`config.mk`:
```
export PLATFORM = sky130hd
export DESIGN_NAME = fan_boost_activation_sequencer_flat
export DESIGN_NICKNAME = d
export VERILOG_FILES = /design/src/rtl/core/fbas_pkg.sv /design/src/rtl/core/fbas_chan_if.sv /design/src/rtl/core/fbas_step.sv /design/src/rtl/core/fan_boost_activation_sequencer.sv /design/src/flat_wrapper.sv
export VERILOG_INCLUDE_DIRS = /design/src /design/src/rtl/core
export SDC_FILE = /design/constraint.sdc
export NUM_CORES = 1
export LEC_CHECK = 0
export ABC_AREA = 0
export BUFFER_PORTS_ARGS = -buffer_cell sky130_fd_sc_hd__buf_4
export CAP_MARGIN = 10
export CORE_MARGIN = 3
export CORE_UTILIZATION = 48
export CTS_CLUSTER_SIZE = 8
export DETAILED_ROUTE_END_ITERATION = 12
export PLACE_DENSITY = 0.8
export SLEW_MARGIN = 20
export SYNTH_ARGS = -nofsm -noshare
export SYNTH_HDL_FRONTEND = slang
export SYNTH_SLANG_ARGS = --single-unit
```
`constraint.sdc`:
```
create_clock -name clock -period 2.9 [get_ports clock]
set_input_delay 0.435 -clock clock [delete_from_list [all_inputs] [get_ports clock]]
set_output_delay 0.435 -clock clock [all_outputs]
set_load 0.005 [all_outputs]
```
`src/rtl/core/assert_macros.svh`:
```
// Assertion macros for the fan boost activation sequencer RTL
`ifndef ASSERT_MACROS_SVH
`define ASSERT_MACROS_SVH

// check a condition at every clock edge outside reset
`define FBAS_ASSERT(label, clk, rst, expr) \
   label: assert property (@(posedge clk) disable iff (rst) (expr)) \
      else $error("fbas assertion failed");

// check that a condition at one edge implies another at the next edge
`define FBAS_ASSERT_NEXT(label, clk, rst, pre, post) \
   label: assert property (@(posedge clk) disable iff (rst) (pre) |=> (post)) \
      else $error("fbas assertion failed");

`endif

```
`src/rtl/core/fbas_pkg.sv`:
```
// Types and constants of the fan boost activation sequencer
`default_nettype none
package fbas_pkg;

   localparam int CSR_INDEX_W = 3;
   localparam int CSR_DATA_W  = 16;

   localparam logic [CSR_INDEX_W-1:0] CSR_SPINUP_COUNTDOWN = 3'd0;
   localparam logic [CSR_INDEX_W-1:0] CSR_ACTIVE_HOLD      = 3'd1;
   localparam logic [CSR_INDEX_W-1:0] CSR_MIN_SPEED        = 3'd2;
   localparam logic [CSR_INDEX_W-1:0] CSR_STOP_DISTANCE    = 3'd3;
   localparam logic [CSR_INDEX_W-1:0] CSR_STEER_THRESHOLD  = 3'd4;
   localparam logic [CSR_INDEX_W-1:0] CSR_STANDSTILL       = 3'd5;

   localparam logic [12:0] RESET_SPINUP_COUNTDOWN = 13'd5000;
   localparam logic [12:0] RESET_ACTIVE_HOLD      = 13'd1000;
   localparam logic [14:0] RESET_MIN_SPEED        = 15'd500;
   localparam logic [15:0] RESET_STOP_DISTANCE    = 16'd200;
   localparam logic [11:0] RESET_STEER_THRESHOLD  = 12'd0;
   localparam logic [7:0]  RESET_STANDSTILL       = 8'd90;

   // two's complement, -1000 ms
   localparam logic [13:0] TIMER_FLOOR_MS = 14'(-14'sd1000);

   typedef struct packed {
      logic [12:0] spinup_countdown_ms;
      logic [12:0] active_hold_ms;
      logic [14:0] min_speed_mm_s;
      logic [15:0] stop_distance_mm;
      logic [11:0] steer_threshold_mrad;
      logic [7:0]  standstill_cmd;
   } fbas_cfg_type;

   typedef struct packed {
      logic        sequence_started;
      logic        spinup_completed;
      logic        fan_permit;
      logic        hold_active;
      logic [13:0] spinup_timer_ms;
      logic [13:0] hold_timer_ms;
   } fbas_state_type;

   typedef struct packed {
      logic        engine_enable_in;
      logic [7:0]  fan_speed_cmd;
      logic [9:0]  loop_time_ms;
      logic [12:0] steering_mrad;
      logic        track_lines_valid;
      logic        vectors_valid;
      logic [15:0] obstacle_distance_mm;
      logic        finish_slowdown;
      logic [14:0] car_speed_mm_s;
   } fbas_req_type;

   typedef struct packed {
      logic       engine_enable_out;
      logic [7:0] fan_drive_cmd;
      logic       fan_active;
      logic       spinup_done;
   } fbas_rsp_type;

endpackage
`default_nettype wire

```
`src/rtl/core/fbas_chan_if.sv`:
```
// Valid/ready channel interface carrying one payload word
`default_nettype none
interface fbas_chan_if #(
   parameter type payload_type = logic
);
   logic        valid;
   logic        ready;
   payload_type data;

   modport source (output valid, output data, input ready);
   modport sink (input valid, input data, output ready);
endinterface
`default_nettype wire

```
`src/rtl/core/fbas_step.sv`:
```
// Per-tick sequencer logic: next state and result word from one input word
`default_nettype none
module fbas_step (
   input  wire fbas_pkg::fbas_cfg_type   cfg,
   input  wire fbas_pkg::fbas_state_type state,
   input  wire fbas_pkg::fbas_req_type   req_word,
   output fbas_pkg::fbas_state_type      state_in,
   output fbas_pkg::fbas_rsp_type        rsp_word
);
   import fbas_pkg::*;

   function automatic logic [13:0] count_down(logic [13:0] t, logic [9:0] dt);
      logic signed [14:0] r;
      r = $signed({t[13], t}) - $signed({5'b0, dt});
      if (r < $signed({TIMER_FLOOR_MS[13], TIMER_FLOOR_MS})) begin
         return TIMER_FLOOR_MS;
      end
      return r[13:0];
   endfunction

   function automatic logic not_positive(logic [13:0] t);
      return t[13] || (t == '0);
   endfunction

   logic        eng;
   logic        started;
   logic        completed;
   logic        permit;
   logic        hold;
   logic [13:0] spin_t;
   logic [13:0] hold_t;
   logic [12:0] steer_mag;
   logic        req_above;
   logic        cond;

   always_comb begin
      eng       = req_word.engine_enable_in;
      started   = state.sequence_started;
      completed = state.spinup_completed;
      permit    = state.fan_permit;
      hold      = state.hold_active;
      spin_t    = state.spinup_timer_ms;
      hold_t    = state.hold_timer_ms;
      req_above = req_word.fan_speed_cmd > cfg.standstill_cmd;
      steer_mag = req_word.steering_mrad[12] ? (~req_word.steering_mrad + 13'd1)
                                             : req_word.steering_mrad;

      if (!eng && completed) begin
         permit  = 1'b1;
         started = 1'b0;
      end

      if (eng && !started) begin
         spin_t  = req_above ? {1'b0, cfg.spinup_countdown_ms} : '0;
         started = 1'b1;
      end

      completed = 1'b0;
      if (started) begin
         spin_t    = count_down(spin_t, req_word.loop_time_ms);
         completed = not_positive(spin_t);
         eng       = completed;
      end

      if (eng) begin
         if (!req_word.track_lines_valid || !req_word.vectors_valid
             || (req_word.obstacle_distance_mm <= cfg.stop_distance_mm)
             || req_word.finish_slowdown) begin
            permit = 1'b0;
         end
      end

      cond = started && (req_word.car_speed_mm_s >= cfg.min_speed_mm_s) && permit;
      if (cond) begin
         if (hold) begin
            hold_t = count_down(hold_t, req_word.loop_time_ms);
            if (not_positive(hold_t)) begin
               hold = 1'b0;
            end
         end
         if (steer_mag >= {1'b0, cfg.steer_threshold_mrad}) begin
            hold   = 1'b1;
            hold_t = {1'b0, cfg.active_hold_ms};
         end
      end else begin
         hold_t = '0;
         hold   = 1'b0;
      end

      state_in.sequence_started = started;
      state_in.spinup_completed = completed;
      state_in.fan_permit       = permit;
      state_in.hold_active      = hold;
      state_in.spinup_timer_ms  = spin_t;
      state_in.hold_timer_ms    = hold_t;

      rsp_word.engine_enable_out = eng;
      rsp_word.fan_drive_cmd     = (cond && req_above) ? req_word.fan_speed_cmd
                                                       : cfg.standstill_cmd;
      rsp_word.fan_active        = hold;
      rsp_word.spinup_done       = completed;
   end

endmodule
`default_nettype wire

```
`src/rtl/core/fan_boost_activation_sequencer.sv`:
```
// Fan boost activation sequencer top level
// An accepted input word is held in the input register and its result word in the
// result register, which drives rsp. Throughput: one word per cycle unless rsp
// stalls; the tick state loop closes through the step logic between the two registers.
// Reset: clears the valid bits of both pipeline registers and the tick state but sets
// fan_permit, and loads the configuration registers with their default values.
`default_nettype none
module fan_boost_activation_sequencer (
   input  wire                                     clock,
   input  wire                                     reset,
   fbas_chan_if.sink                               req,
   fbas_chan_if.source                             rsp,
   input  wire                                     csr_we,
   input  wire  [fbas_pkg::CSR_INDEX_W-1:0]        csr_index,
   input  wire  [fbas_pkg::CSR_DATA_W-1:0]         csr_wdata
);
   import fbas_pkg::*;
   `include "assert_macros.svh"

   fbas_cfg_type   cfg_ff;
   fbas_cfg_type   cfg_in;
   fbas_state_type state_ff;
   fbas_state_type state_in;
   fbas_req_type   s1_data_ff;
   logic           s1_valid_ff;
   fbas_rsp_type   out_data_ff;
   fbas_rsp_type   out_data_in;
   logic           out_valid_ff;
   logic           advance;

   assign advance   = !out_valid_ff || rsp.ready;
   assign req.ready = !s1_valid_ff || advance;
   assign rsp.valid = out_valid_ff;
   assign rsp.data  = out_data_ff;

   always_comb begin
      cfg_in = cfg_ff;
      if (csr_we) begin
         case (csr_index)
            CSR_SPINUP_COUNTDOWN: cfg_in.spinup_countdown_ms  = csr_wdata[12:0];
            CSR_ACTIVE_HOLD:      cfg_in.active_hold_ms       = csr_wdata[12:0];
            CSR_MIN_SPEED:        cfg_in.min_speed_mm_s       = csr_wdata[14:0];
            CSR_STOP_DISTANCE:    cfg_in.stop_distance_mm     = csr_wdata[15:0];
            CSR_STEER_THRESHOLD:  cfg_in.steer_threshold_mrad = csr_wdata[11:0];
            CSR_STANDSTILL:       cfg_in.standstill_cmd       = csr_wdata[7:0];
            default:              cfg_in = cfg_ff;
         endcase
      end
   end

   always_ff @(posedge clock) begin
      if (reset) begin
         cfg_ff.spinup_countdown_ms  <= RESET_SPINUP_COUNTDOWN;
         cfg_ff.active_hold_ms       <= RESET_ACTIVE_HOLD;
         cfg_ff.min_speed_mm_s       <= RESET_MIN_SPEED;
         cfg_ff.stop_distance_mm     <= RESET_STOP_DISTANCE;
         cfg_ff.steer_threshold_mrad <= RESET_STEER_THRESHOLD;
         cfg_ff.standstill_cmd       <= RESET_STANDSTILL;
      end else begin
         cfg_ff <= cfg_in;
      end
   end

   fbas_step u_step (
      .cfg      (cfg_ff),
      .state    (state_ff),
      .req_word (s1_data_ff),
      .state_in (state_in),
      .rsp_word (out_data_in)
   );

   always_ff @(posedge clock) begin
      if (reset) begin
         s1_valid_ff  <= 1'b0;
         out_valid_ff <= 1'b0;
      end else begin
         if (req.ready) begin
            s1_valid_ff <= req.valid;
         end
         if (advance) begin
            out_valid_ff <= s1_valid_ff;
         end
      end
   end

   always_ff @(posedge clock) begin
      if (req.valid && req.ready) begin
         s1_data_ff <= req.data;
      end
      if (advance && s1_valid_ff) begin
         out_data_ff <= out_data_in;
      end
   end

   always_ff @(posedge clock) begin
      if (reset) begin
         state_ff.sequence_started <= 1'b0;
         state_ff.spinup_completed <= 1'b0;
         state_ff.fan_permit       <= 1'b1;
         state_ff.hold_active      <= 1'b0;
         state_ff.spinup_timer_ms  <= '0;
         state_ff.hold_timer_ms    <= '0;
      end else if (advance && s1_valid_ff) begin
         state_ff <= state_in;
      end
   end

   `FBAS_ASSERT(a_hold_needs_sequence, clock, reset,
      !state_ff.hold_active || state_ff.sequence_started)
   `FBAS_ASSERT(a_done_needs_sequence, clock, reset,
      !state_ff.spinup_completed || state_ff.sequence_started)
   `FBAS_ASSERT(a_spinup_floor, clock, reset,
      $signed(state_ff.spinup_timer_ms) >= $signed(TIMER_FLOOR_MS))
   `FBAS_ASSERT(a_hold_floor, clock, reset,
      $signed(state_ff.hold_timer_ms) >= $signed(TIMER_FLOOR_MS))
   `FBAS_ASSERT_NEXT(a_state_idle_hold, clock, reset,
      !s1_valid_ff, $stable(state_ff))

endmodule
`default_nettype wire
```
`src/flat_wrapper.sv`:
```
// flat-port wrapper written by rule: the top's interface ports become plain ports
module fan_boost_activation_sequencer_flat import fbas_pkg::*;
  (clock, reset, csr_we, csr_index, csr_wdata, req_valid, req_data, req_ready, rsp_valid, rsp_data, rsp_ready);
  fbas_chan_if req_i ();
  fbas_chan_if rsp_i ();
  input  wire clock;
  input  wire reset;
  input  wire csr_we;
  input  wire  [fbas_pkg::CSR_INDEX_W-1:0] csr_index;
  input  wire  [fbas_pkg::CSR_DATA_W-1:0] csr_wdata;
  input wire logic [$bits(req_i.valid)-1:0] req_valid;
  input wire logic [$bits(req_i.data)-1:0] req_data;
  output wire logic [$bits(req_i.ready)-1:0] req_ready;
  output wire logic [$bits(rsp_i.valid)-1:0] rsp_valid;
  output wire logic [$bits(rsp_i.data)-1:0] rsp_data;
  input wire logic [$bits(rsp_i.ready)-1:0] rsp_ready;
  assign req_i.valid = req_valid;
  assign req_i.data = req_data;
  assign req_ready = req_i.ready;
  assign rsp_valid = rsp_i.valid;
  assign rsp_data = rsp_i.data;
  assign rsp_i.ready = rsp_ready;
  fan_boost_activation_sequencer u_core (.clock(clock), .reset(reset), .req(req_i), .rsp(rsp_i), .csr_we(csr_we), .csr_index(csr_index), .csr_wdata(csr_wdata));
endmodule
```
==> results.md, run 1 <==
- Net Sw Frac: 20.2%
- Overall Global Routing Usage: 13.1%
- Worst setup skew after layout: 0.00720 ns
- Class of the worst hold path: input port to register
- Transition at the pin with the smallest max-transition slack: 0.346 ns
- Area inside the core boundary: 0.00132 mm2
- Initial Util: 52.1%
- Global-route wire length before repair: 1760 um
- DRT antenna net count: 0
- Post-CTS Hold Fix Bufs: 0
- Number of standard cells after synthesis: 67
- Final routed wire length divided by cell count: 12.0 um
- Number of core rows: 13
- Outcome: complete, no violations
- Count of final hold-check violations: 0
- Number of instances resized during post-cts repair: 0
- Sum of buffers and inverters on the critical path: 0
- Avg Cell Area, Syn: 10.3 um2
- Power per standard cell area: 536 mW/mm2
- Cell type contributing the most total cell area after synthesis: sky130_fd_sc_hd__dfxtp_1
- Weighted congestion reported at the end of routability-driven placement: 0.776
- Largest cells by area after synthesis: sky130_fd_sc_hd__dfxtp_1 (52%), sky130_fd_sc_hd__and3_2 (8.7%), sky130_fd_sc_hd__a21oi_1 (5.1%)
- CP top delay family: simple AND/OR/NAND/NOR gates
- Total nets after synthesis: 93
- Proportion of power drawn by flip-flops and latches: 65.3%
- Clock slew seen by the registers of the worst setup and hold paths: 0.10 ns
- Logic pwr share: 3.5%
- Floorplan die height: 43.8 um
- CTS tree: done
- Footprint of the multi-input gates: 255 um2
- Largest net degree at the start of global routing: 14
- Iteration-0 DRC count of the detailed router: 3
- Worst relative slew slack: 76.9%
- Arrival time of data at the critical path endpoint: 1.84 ns
- Slowest stage cell on the critical path: sky130_fd_sc_hd__dfxtp_1
- Number of search-and-repair iterations in the first detailed-routing pass: 4
- Number of slew-limit violations in the final report: 0
- Cell area after synthesis: 687 um2
- Critical-path cell list: nor3_1, a21o_1, ha_1, nor4_1, nand4_1, nand2_1, and3b_1
- Distinct cells, synth: 21
- Setup tns final: 0 ns
- Setup repair after global routing missed its margin: false
- Total length of routed wires: 1080 um
- Number of antenna violations at the first check in global routing: 0
- Main synth FF type: sky130_fd_sc_hd__dfxtp_1
- Die width: 43.8 um
- Area enclosed by the die boundary: 0.00192 mm2
- Net count reported at finish: 102
- Count of unresolved DRC violations after routing: 0
- Clk pwr share: 31.2%
- Share of the core filled with cells: 57.8%
- Internal Dissipation: 0.326 mW
- Count of filler cells inserted in the layout: 119
- Final antenna diode count: 0
- Vias in the first global route: 422
- Crit end category: register
- Fmax: 598 MHz
- Share of the synthesized area in the top cell type: 52.5%
- Share of synthesized flip-flops with an asynchronous set or reset: 0%
- Most repeated cell in the gate-level netlist after synthesis: sky130_fd_sc_hd__dfxtp_1
- Share of the cycle needed by the critical path after routing: 57.7%
- Vias after detailed routing: 472
- Nature of the critical path startpoint: register
- Part of the Yosys area used for sequential elements: 56.8%
- Post-synthesis register bit count: 19
- Sink Count: 19
- Time the worst path needs with I/O delays and setup: 1.67 ns
- Buffers added on ports: 6
- Maximum Capacitance Violations: 0
- CTS H-Tree Depth: 1
- Number of enable flip-flop cells after synthesis: 1
- CTS Buffer Depth: 2
- I/O pin count: 28
- Worst skew pair latency: 0.29 ns
- Leakage power figure: 0.312 nW
- Final-report setup violation count: 0
- Number of synthesis warnings: 0
- Crit path max fanout: 2
- Required time reported for the critical path endpoint: 3.06 ns
- CTS Root Cell: sky130_fd_sc_hd__clkbuf_4
- Layout-stage area growth over the synthesis result: 10.9%
- Detailed placer's ending HPWL: 795 um
- Sequential cell area: 390 um2
- Ratio of cells with drive above 1 in the final layout: 28.0%
- Ranking of synthesized cells by instance count: sky130_fd_sc_hd__dfxtp_1 (18), sky130_fd_sc_hd__and3_2 (8), sky130_fd_sc_hd__a21oi_1 (7), sky130_fd_sc_hd__inv_1 (7)
- Number of clock buffers inserted by TritonCTS: 3
- Overflow left after global routing: 0
- IR drop worst, VDD: 0.000357 V
- Number of buffers added for setup after CTS: 0
- Critical Setup Path Class: register to register
- Net load switching power: 0.0826 mW
- Drt via density: 5.24
- Max stage delay on crit path: 0.32 ns
## kinds of logic (layout without fill, tap and decap cells)
kind of cell	Yosys count	in the layout	synth area share, %
AOI/OAI and AO/OA	11	11	9.65
adders and majority gates	1	1	1.82
buffers and inverters	9	17	6.01
DFF	19	19	56.8
and+or+nand+nor	27	27	25.7
## worst register-to-register path: cells and delay by family, from the launching register on
kind / cells / cell delay, ns
AND/OR/NAND/NOR: 5 / 0.86
flip-flops: 1 / 0.32
adder cells (fa/ha/maj): 1 / 0.23
AO/OA/AOI/OAI: 1 / 0.16
## cell usage in the layout, fill, tap and decap left out, drive strengths merged
master	n
and4bb	1
and2b	1
edfxtp	1
nor2b	1
nor3b	1
a31o	1
nand2	4
nor2	4
nand4	2
dfxtp	18
a21oi	7
inv	7
and3	8
buf	6
clkbuf	4
nor3	2
and3b	1
a211oi	2
nor4	2
a21o	1
ha	1
## worst paths after layout
check / from / slack [ns] / cells after the start / endpoint
setup / recovery: u_core.state_ff[21] / 1.23 / 7 / u_core.rsp.data
hold / removal: req_valid / 0.35 / 3 / u_core.s1_valid_ff
setup reg to reg: u_core.state_ff[21] / 1.23 / 7 / u_core.rsp.data
hold reg to reg: u_core.state_ff[31] / 0.45 / 2 / u_core.state_ff[31]
## per-stage QoR
stage	cell area, um2	std cells	setup WS (ns)	hold slack, ns	power (mW)
global placement	736	86	1.26	0.431	0.287
floorplan	687	67	1.41	0.416	0.279
finish	762	90	1.23	0.346	0.408
CTS	762	90	1.21	0.341	0.413
global route	762	90	1.12	0.341	0.425
detailed placement	736	86	1.24	0.441	0.287
## sequential cells by signal, indices dropped and copies added (netlist names)
| name | count |
|---|---|
| u_core.rsp.data | 1 |
| u_core.rsp.valid | 1 |
| u_core.s1_valid_ff | 1 |
| u_core.state_ff | 16 |
## per-layer routing
layer | routed length [um] | GRT usage (%) | vias up
li1 | - | - | 249
met1 | 543 | 15.9 | 213
met2 | 462 | 18.6 | 6
met4 | 27 | 9.04 | 0
met3 | 48 | 5.39 | 4
met5 | 0 | 0 | -
## final cells by class
cell class / instances / area share [%]
flip-flops and latches: 19 / 51.2
multi-input cells: 39 / 33.5
repair buffers: 6 / 5.91
clock buffers: 4 / 3.45
inverters: 7 / 3.45
well taps: 15 / 2.46
## power groups by stage
stage / Clock, mW / Sequential, mW / Combinational [mW]
final: 0.128 / 0.267 / 0.0142
after global routing: 0.143 / 0.267 / 0.0156
after CTS: 0.132 / 0.267 / 0.0143
after detailed placement: 0 / 0.273 / 0.0142
after global placement: 0 / 0.272 / 0.0142
after floorplan: 0 / 0.273 / 0.00690
Note: power is estimated with default switching activity, not from simulation.
==> run 2, diff against run 1 <==
Settings changed: ABC_AREA 0 to 1, CORE_UTILIZATION 48 to 45, PLACE_DENSITY 0.8 to 0.75.
Clock period 2.9 ns to 1.7 ns, I/O delays scaled along.
==> run 2 against run 1 <==
Combinational power is 98% higher. Synthesized cell count is 33% higher. Global-route usage shrank 0.72 points. Register-to-register slack worse by 1.1 ns. Largest power group unchanged. Critical path depth rose by 4.
==> results.md, run 2 <==
- Share of synthesized flip-flops with an asynchronous set or reset: 0% (unchanged)
- Area inside the core boundary: 0.00140 mm2 (+6.2%)
- Most common library cell in the layout ignoring fill and taps: sky130_fd_sc_hd__nand2_1
- Detailed placer's ending HPWL: 801 um (+0.73%)
- Worst setup skew after layout: 0.00122 ns (-0.00598 ns)
- Power per standard cell area: 857 mW/mm2 (+60%)
- Sink Count: 19 (unchanged)
- Number of slew-limit violations in the final report: 0 (unchanged)
- Share of the cycle needed by the critical path after routing: 93.1% (+35 points)
- Final-report setup violation count: 0 (unchanged)
- Number of standard cells after synthesis: 89 (+33%)
- Drt via density: 4.77 (-9.1%)
- Overflow left after global routing: 0 (unchanged)
- Iteration-0 DRC count of the detailed router: 4 (+1)
- Max stage delay on crit path: 0.33 ns (about the same)
- Post-synthesis register bit count: 19 (unchanged)
- Sum of buffers and inverters on the critical path: 1 (+1)
- Count of unresolved DRC violations after routing: 0 (unchanged)
- IR drop worst, VDD: 0.000505 V (+42%)
- Share of the synthesized area in the top cell type: 50.4% (-2.0 points)
- Crit path max fanout: 3 (+1)
- CTS H-Tree Depth: 1 (unchanged)
- Time the worst path needs with I/O delays and setup: 1.58 ns (-0.0898 ns)
- R2r worst-path depth: 11 (+4)
- Total nets after synthesis: 115 (+24%)
- Distinct cells, synth: 17 (-19%)
- Maximum Capacitance Violations: 0 (unchanged)
- CP top delay family: simple AND/OR/NAND/NOR gates
- I/O pin count: 28 (unchanged)
- Main synth FF type: sky130_fd_sc_hd__dfxtp_1
- Number of core rows: 13 (unchanged)
- Number of enable flip-flop cells after synthesis: 1 (unchanged)
- Setup tns final: 0 ns (unchanged)
- Nature of the critical path startpoint: register
- Number of synthesis warnings: 0 (unchanged)
- Class of the worst hold path: input port to register
- Critical Path Stages: 11 (+4)
- Layout-stage area growth over the synthesis result: 15.2%
- Buffers added on ports: 6 (unchanged)
- Initial Util: 51.1% (-1.1 points)
- Crit end category: register
- Overall Global Routing Usage: 12.4% (-0.72 points)
- Number of search-and-repair iterations in the first detailed-routing pass: 3 (-1)
- Vias in the first global route: 495 (+17%)
- Clock slew seen by the registers of the worst setup and hold paths: 0.10 ns (about the same)
- Leading cell types in the layout, fill and taps excluded: sky130_fd_sc_hd__nand2_1 (18), sky130_fd_sc_hd__dfxtp_1 (16), sky130_fd_sc_hd__nor2_1 (15)
- Global-route wire length before repair: 1860 um (+5.5%)
- CTS Buffer Depth: 2 (unchanged)
- Count of filler cells inserted in the layout: 143 (+20%)
- Transition at the pin with the smallest max-transition slack: 0.269 ns (-0.0771 ns)
- Cell count after placement: 110 (+28%)
- Part of the Yosys area used for sequential elements: 54.6% (-2.2 points)
- Floorplan die height: 45.8 um (+4.6%)
- Largest net degree at the start of global routing: 11 (-3)
- Die width: 45.8 um (+4.6%)
- Cell area after synthesis: 714 um2 (+4.0%)
- Final antenna diode count: 0 (unchanged)
- Arrival time of data at the critical path endpoint: 1.81 ns (-0.03 ns)
- Worst slack on hold paths: 0.180 ns (-0.166 ns)
- Finished Layout Cells: 115 (+28%)
- Fmax: 632 MHz (+5.7%)
- Required time reported for the critical path endpoint: 1.93 ns (-1.13 ns)
- Ratio of cells with drive above 1 in the final layout: 20.0% (-8.0 points)
- CTS Root Cell: sky130_fd_sc_hd__clkbuf_4
- Critical-path cell list: inv_2, nor4_2, o21ai_1, ha_1, nor2_1, nand2_1, nor2_1, nand2_1, nand2_1, nand2_1, a21oi_1
- Worst skew pair latency: 0.29 ns (about the same)
- DRT antenna net count: 0 (unchanged)
- Number of antenna violations at the first check in global routing: 0 (unchanged)
- Setup repair after global routing missed its margin: true
- Top cell by count, worst path: sky130_fd_sc_hd__nand2_1
- Largest cells by area after synthesis: sky130_fd_sc_hd__dfxtp_1 (50%), sky130_fd_sc_hd__nand2_1 (9.5%), sky130_fd_sc_hd__nor2_1 (7.9%)
- Leakage power figure: 0.358 nW (+15%)
- Weighted congestion reported at the end of routability-driven placement: 0.716 (-7.7%)
- Post-CTS Hold Fix Bufs: 0 (unchanged)
- Number of clock buffers inserted by TritonCTS: 3 (unchanged)
- Slowest stage cell on the critical path: sky130_fd_sc_hd__dfxtp_2
- Area enclosed by the die boundary: 0.00210 mm2 (+9.4%)
- Ranking of synthesized cells by instance count: sky130_fd_sc_hd__dfxtp_1 (18), sky130_fd_sc_hd__nand2_1 (18), sky130_fd_sc_hd__nor2_1 (15), sky130_fd_sc_hd__inv_1 (13), sky130_fd_sc_hd__a21oi_1 (9)
- Worst relative slew slack: 81.9% (+5.1 points)
- Net count reported at finish: 127 (+25%)
- Final routed wire length divided by cell count: 9.52 um (-21%)
- Vias after detailed routing: 548 (+16%)
- Outcome: complete, no violations
- Flip-flop count of the largest register after layout: 16 (unchanged)
- Avg Cell Area, Syn: 8.03 um2 (-22%)
- Critical Setup Path Class: register to register
- Total length of routed wires: 1100 um (+1.3%)
- Cell type contributing the most total cell area after synthesis: sky130_fd_sc_hd__dfxtp_1
- CTS tree: done
- Instance count along the most critical hold path: 2 (-1)
- Count of final hold-check violations: 0 (unchanged)
- Largest register by flop count: u_core.state_ff
[run 2: area by class of cell]
cell class              instances  area [um2]  share of cell area [%]
repair buffers                  8        60.1                    7.29
multi-input cells              54         269                    32.7
flip-flops and latches         19         393                    47.7
well taps                      15        18.8                    2.28
inverters                      15        56.3                    6.84
clock buffers                   4        26.3                    3.19
[run 2: cell families (layout without fill, tap and decap cells)]
| logic type | after synthesis | after routing | synth area share, % |
|---|---|---|---|
| flip-flops | 19 | 19 | 54.6 |
| adder cells (fa/ha/maj) | 1 | 1 | 1.75 |
| AND/OR/NAND/NOR | 40 | 40 | 24.3 |
| buffers and inverters | 16 | 27 | 8.58 |
| AO/OA/AOI/OAI | 13 | 13 | 10.7 |
[run 2: per-layer routing]
layer | share of wire, % | vias up | track usage [%]
met5 | 0 | - | 0
met4 | 3.2 | 0 | 10.2
met3 | 4.0 | 4 | 2.37
met2 | 44 | 10 | 19.8
met1 | 48 | 235 | 13.9
li1 | - | 299 | -
[run 2: power breakdown]
part	leakage [nW]	total (mW)	switching, mW	internal [mW]
combinational	0.186	0.0281	0.0163	0.0117
clock	0.0150	0.220	0.129	0.0914
sequential	0.157	0.457	0.00409	0.453
total	0.358	0.706	0.150	0.556
[run 2: final timing paths]
check | startpoint | endpoint | slack, ns
max | u_core.state_ff[24] | u_core.state_ff[30] | 0.12
min reg2reg | u_core.state_ff[20] | u_core.state_ff[20] | 0.45
min | reset | u_core.state_ff[24] | 0.18
max reg2reg | u_core.state_ff[24] | u_core.state_ff[30] | 0.12
[run 2: repair_timing]
item / 4_1_cts / 5_1_grt
resized for setup: 0 / 6
setup endpoints to repair: 0 / 10
setup buffers: 0 / 1
[run 2: metrics by stage]
step,worst slack (ns),cell area [um2],util [%],power [mW]
floorplan,0.144,714,-,0.484
global placement,0.111,781,55.8,0.495
detailed placement,0.0911,781,55.8,0.496
CTS,0.0663,807,57.7,0.714
global route,-0.0595,823,58.9,0.729
finish,0.117,823,58.9,0.706
==> run 3, diff against run 2 <==
Settings changed: CELL_PAD_IN_SITES_DETAIL_PLACEMENT from default to 1, CELL_PAD_IN_SITES_GLOBAL_PLACEMENT from default to 1, CORE_ASPECT_RATIO from default to 0.6, CORE_UTILIZATION 45 to 32, CTS_CLUSTER_DIAMETER from default to 120, PLACE_DENSITY 0.75 to default, PLACE_DENSITY_LB_ADDON from default to 0.1.
==> run 3 against run 2 <==
The flow now finishes with violations (negative setup slack). Final area rose by 13%. Register-to-register slack got worse by 0.15 ns. Critical path depth is 2 lower.
==> results.md, run 3 (synthesis gave the netlist of run 2 again) <==
- Outcome: finished with violations
- Failing checks: negative setup slack
- Iteration-0 DRC count of the detailed router: 16 (+12)
- Crit path max fanout: 5 (+2)
- Floorplan die height: 42.6 um (-7.1%)
- Critical-path cell list: inv_2, nor4_2, o21ai_1, ha_1, buf_4, buf_4, nand3_4, buf_12, a21oi_1
- Slowest stage cell on the critical path: sky130_fd_sc_hd__ha_1
- Detailed placer's ending HPWL: 1150 um (+44%)
- Flip-flop count of the largest register after layout: 16 (unchanged)
- Final antenna diode count: 0 (unchanged)
- Share of the cycle needed by the critical path after routing: 102% (+8.8 points)
- Die width: 67 um (+46%)
- Fmax: 577 MHz (-8.6%)
- Setup repair after global routing missed its margin: true
- Maximum Capacitance Violations: 0 (unchanged)
- Count of unresolved DRC violations after routing: 0 (unchanged)
- Number of slew-limit violations in the final report: 0 (unchanged)
- Logic pwr share: 3.8% (-0.2 points)
- IR drop worst, VDD: 0.000370 V (-27%)
- CTS H-Tree Depth: 1 (unchanged)
- Time the worst path needs with I/O delays and setup: 1.73 ns (+0.149 ns)
- Area inside the core boundary: 0.00198 mm2 (+42%)
- Sink Count: 19 (unchanged)
- Final-report setup violation count: 5 (+5)
- Nature of the critical path startpoint: register
- Reg-to-reg startpoint: u_core.state_ff[24]
- Crit end category: register
- Layout-stage area growth over the synthesis result: 30.3%
- Overall Global Routing Usage: 12.6% (+0.18 points)
- Worst path setup slack after routing: -0.0316 ns (-0.149 ns)
- Pre-CTS worst setup slack: -0.00544 ns (-0.0966 ns)
- Number of core rows: 12 (-1)
- Worst setup skew after layout: 0.00245 ns (+0.00123 ns)
- Drt via density: 4.48 (-6.0%)
- Number of clock buffers inserted by TritonCTS: 3 (unchanged)
- Total length of routed wires: 1620 um (+48%)
- Largest register by flop count: u_core.state_ff
- Worst setup path startpoint: u_core.state_ff[24]
- Clk pwr share: 38.8% (+7.6 points)
- Leading cell types in the layout, fill and taps excluded: sky130_fd_sc_hd__nand2_1 (17), sky130_fd_sc_hd__dfxtp_1 (15), sky130_fd_sc_hd__inv_1 (11)
- Arrival time of data at the critical path endpoint: 1.91 ns (+0.10 ns)
- Weighted congestion reported at the end of routability-driven placement: 0.768 (+7.2%)
- Worst slack on hold paths: 0.224 ns (+0.0440 ns)
- Required time reported for the critical path endpoint: 1.88 ns (-0.05 ns)
- CTS tree: done
- Critical Setup Path Class: register to register
- Most common library cell in the layout ignoring fill and taps: sky130_fd_sc_hd__nand2_1
- CTS Buffer Depth: 2 (unchanged)
- Max stage delay on crit path: 0.33 ns (about the same)
- Overflow left after global routing: 0 (unchanged)
- Vias after detailed routing: 587 (+7.1%)
- Finished Layout Cells: 131 (+14%)
- I/O pin count: 28 (unchanged)
- Global-route wire length before repair: 2570 um (+38%)
- Worst hold start: reset
- Power per standard cell area: 857 mW/mm2 (about the same)
- DRT antenna net count: 0 (unchanged)
- Net Sw Frac: 20.8% (-0.40 points)
- Final routed wire length divided by cell count: 12.4 um (+30%)
- Class of the worst hold path: input port to register
- Worst skew pair latency: 0.25 ns (-0.04 ns)
- Buffers added on ports: 6 (unchanged)
- Transition at the pin with the smallest max-transition slack: 0.302 ns (+0.0327 ns)
- Top cell by count, worst path: sky130_fd_sc_hd__buf_4
- Worst relative slew slack: 79.7% (-2.2 points)
- Number of search-and-repair iterations in the first detailed-routing pass: 4 (+1)
- Cell count after placement: 125 (+14%)
- Proportion of power drawn by flip-flops and latches: 57.4% (-7.4 points)
- Net count reported at finish: 130 (+2.4%)
- Largest net degree at the start of global routing: 11 (unchanged)
- Number of antenna violations at the first check in global routing: 0 (unchanged)
- Leakage power figure: 0.386 nW (+7.8%)
- Area enclosed by the die boundary: 0.00285 mm2 (+36%)
- Total power draw: 0.797 mW (+13%)
- Initial Util: 36.0% (-15 points)
- Vias in the first global route: 558 (+13%)
- Count of final hold-check violations: 0 (unchanged)
- Ratio of cells with drive above 1 in the final layout: 30.1% (+10 points)
- Internal Dissipation: 0.632 mW (+14%)
- Clock slew seen by the registers of the worst setup and hold paths: 0.07 ns (-0.03 ns)
- CTS Root Cell: sky130_fd_sc_hd__clkbuf_8
- Net load switching power: 0.166 mW (+11%)
-- run 3: layout make-up --
class                      count  area [um2]
clock buffer                   4        45.0
multi-input combinational     54         298
inverter                      15        63.8
fill                         250        1050
tap                           28        35.0
timing repair buffer          11        95.1
sequential                    19         394
-- run 3: per-stage QoR --
stage               TNS [ns]  instance area (um2)  utilization, %
floorplan                  0                  714               -
global placement           0                  812            41.0
detailed placement  -0.00598                  812            41.0
CTS                  -0.0251                  860            43.4
global route           -1.62                  931            47.0
finish               -0.0833                  931            47.0
-- run 3: what timing repair did --
item	CTS	global route
endpoints found under the setup margin	2	10
hold buffers	0	0
pin swaps	1	1
setup buffers	0	2
gates resized for setup	5	15
-- run 3: per-layer routing --
metal	wire [um]	vias up	global-route usage (%)
li1	-	302	-
met4	20	0	4.84
met1	810	276	17.2
met5	0	-	0
met3	55	2	4.83
met2	734	7	17.6
-- run 3: critical path: cells and delay by family, from the launching register on --
family / cells / cell delay [ns]
buf+inv: 4 / 0.43
simple gates: 2 / 0.34
fa+ha+maj: 1 / 0.33
flops: 1 / 0.32
compound gates: 2 / 0.23
-- run 3: path summary, 6_finish.rpt --
check,end,slack [ns],cells after the start
max,u_core.state_ff[26],-0.03,9
min,u_core.state_ff[25],0.22,2
max reg2reg,u_core.state_ff[26],-0.03,9
min reg2reg,u_core.state_ff[22],0.45,2
-- run 3: power by group through the flow --
| stage | registers (mW) | logic, mW | clock network [mW] |
|---|---|---|---|
| floorplan | 0.467 | 0.0171 | 0 |
| global placement | 0.468 | 0.0286 | 0 |
| detailed placement | 0.468 | 0.0299 | 0 |
| CTS | 0.457 | 0.0297 | 0.321 |
| global route | 0.458 | 0.0341 | 0.334 |
| finish | 0.457 | 0.0302 | 0.310 |
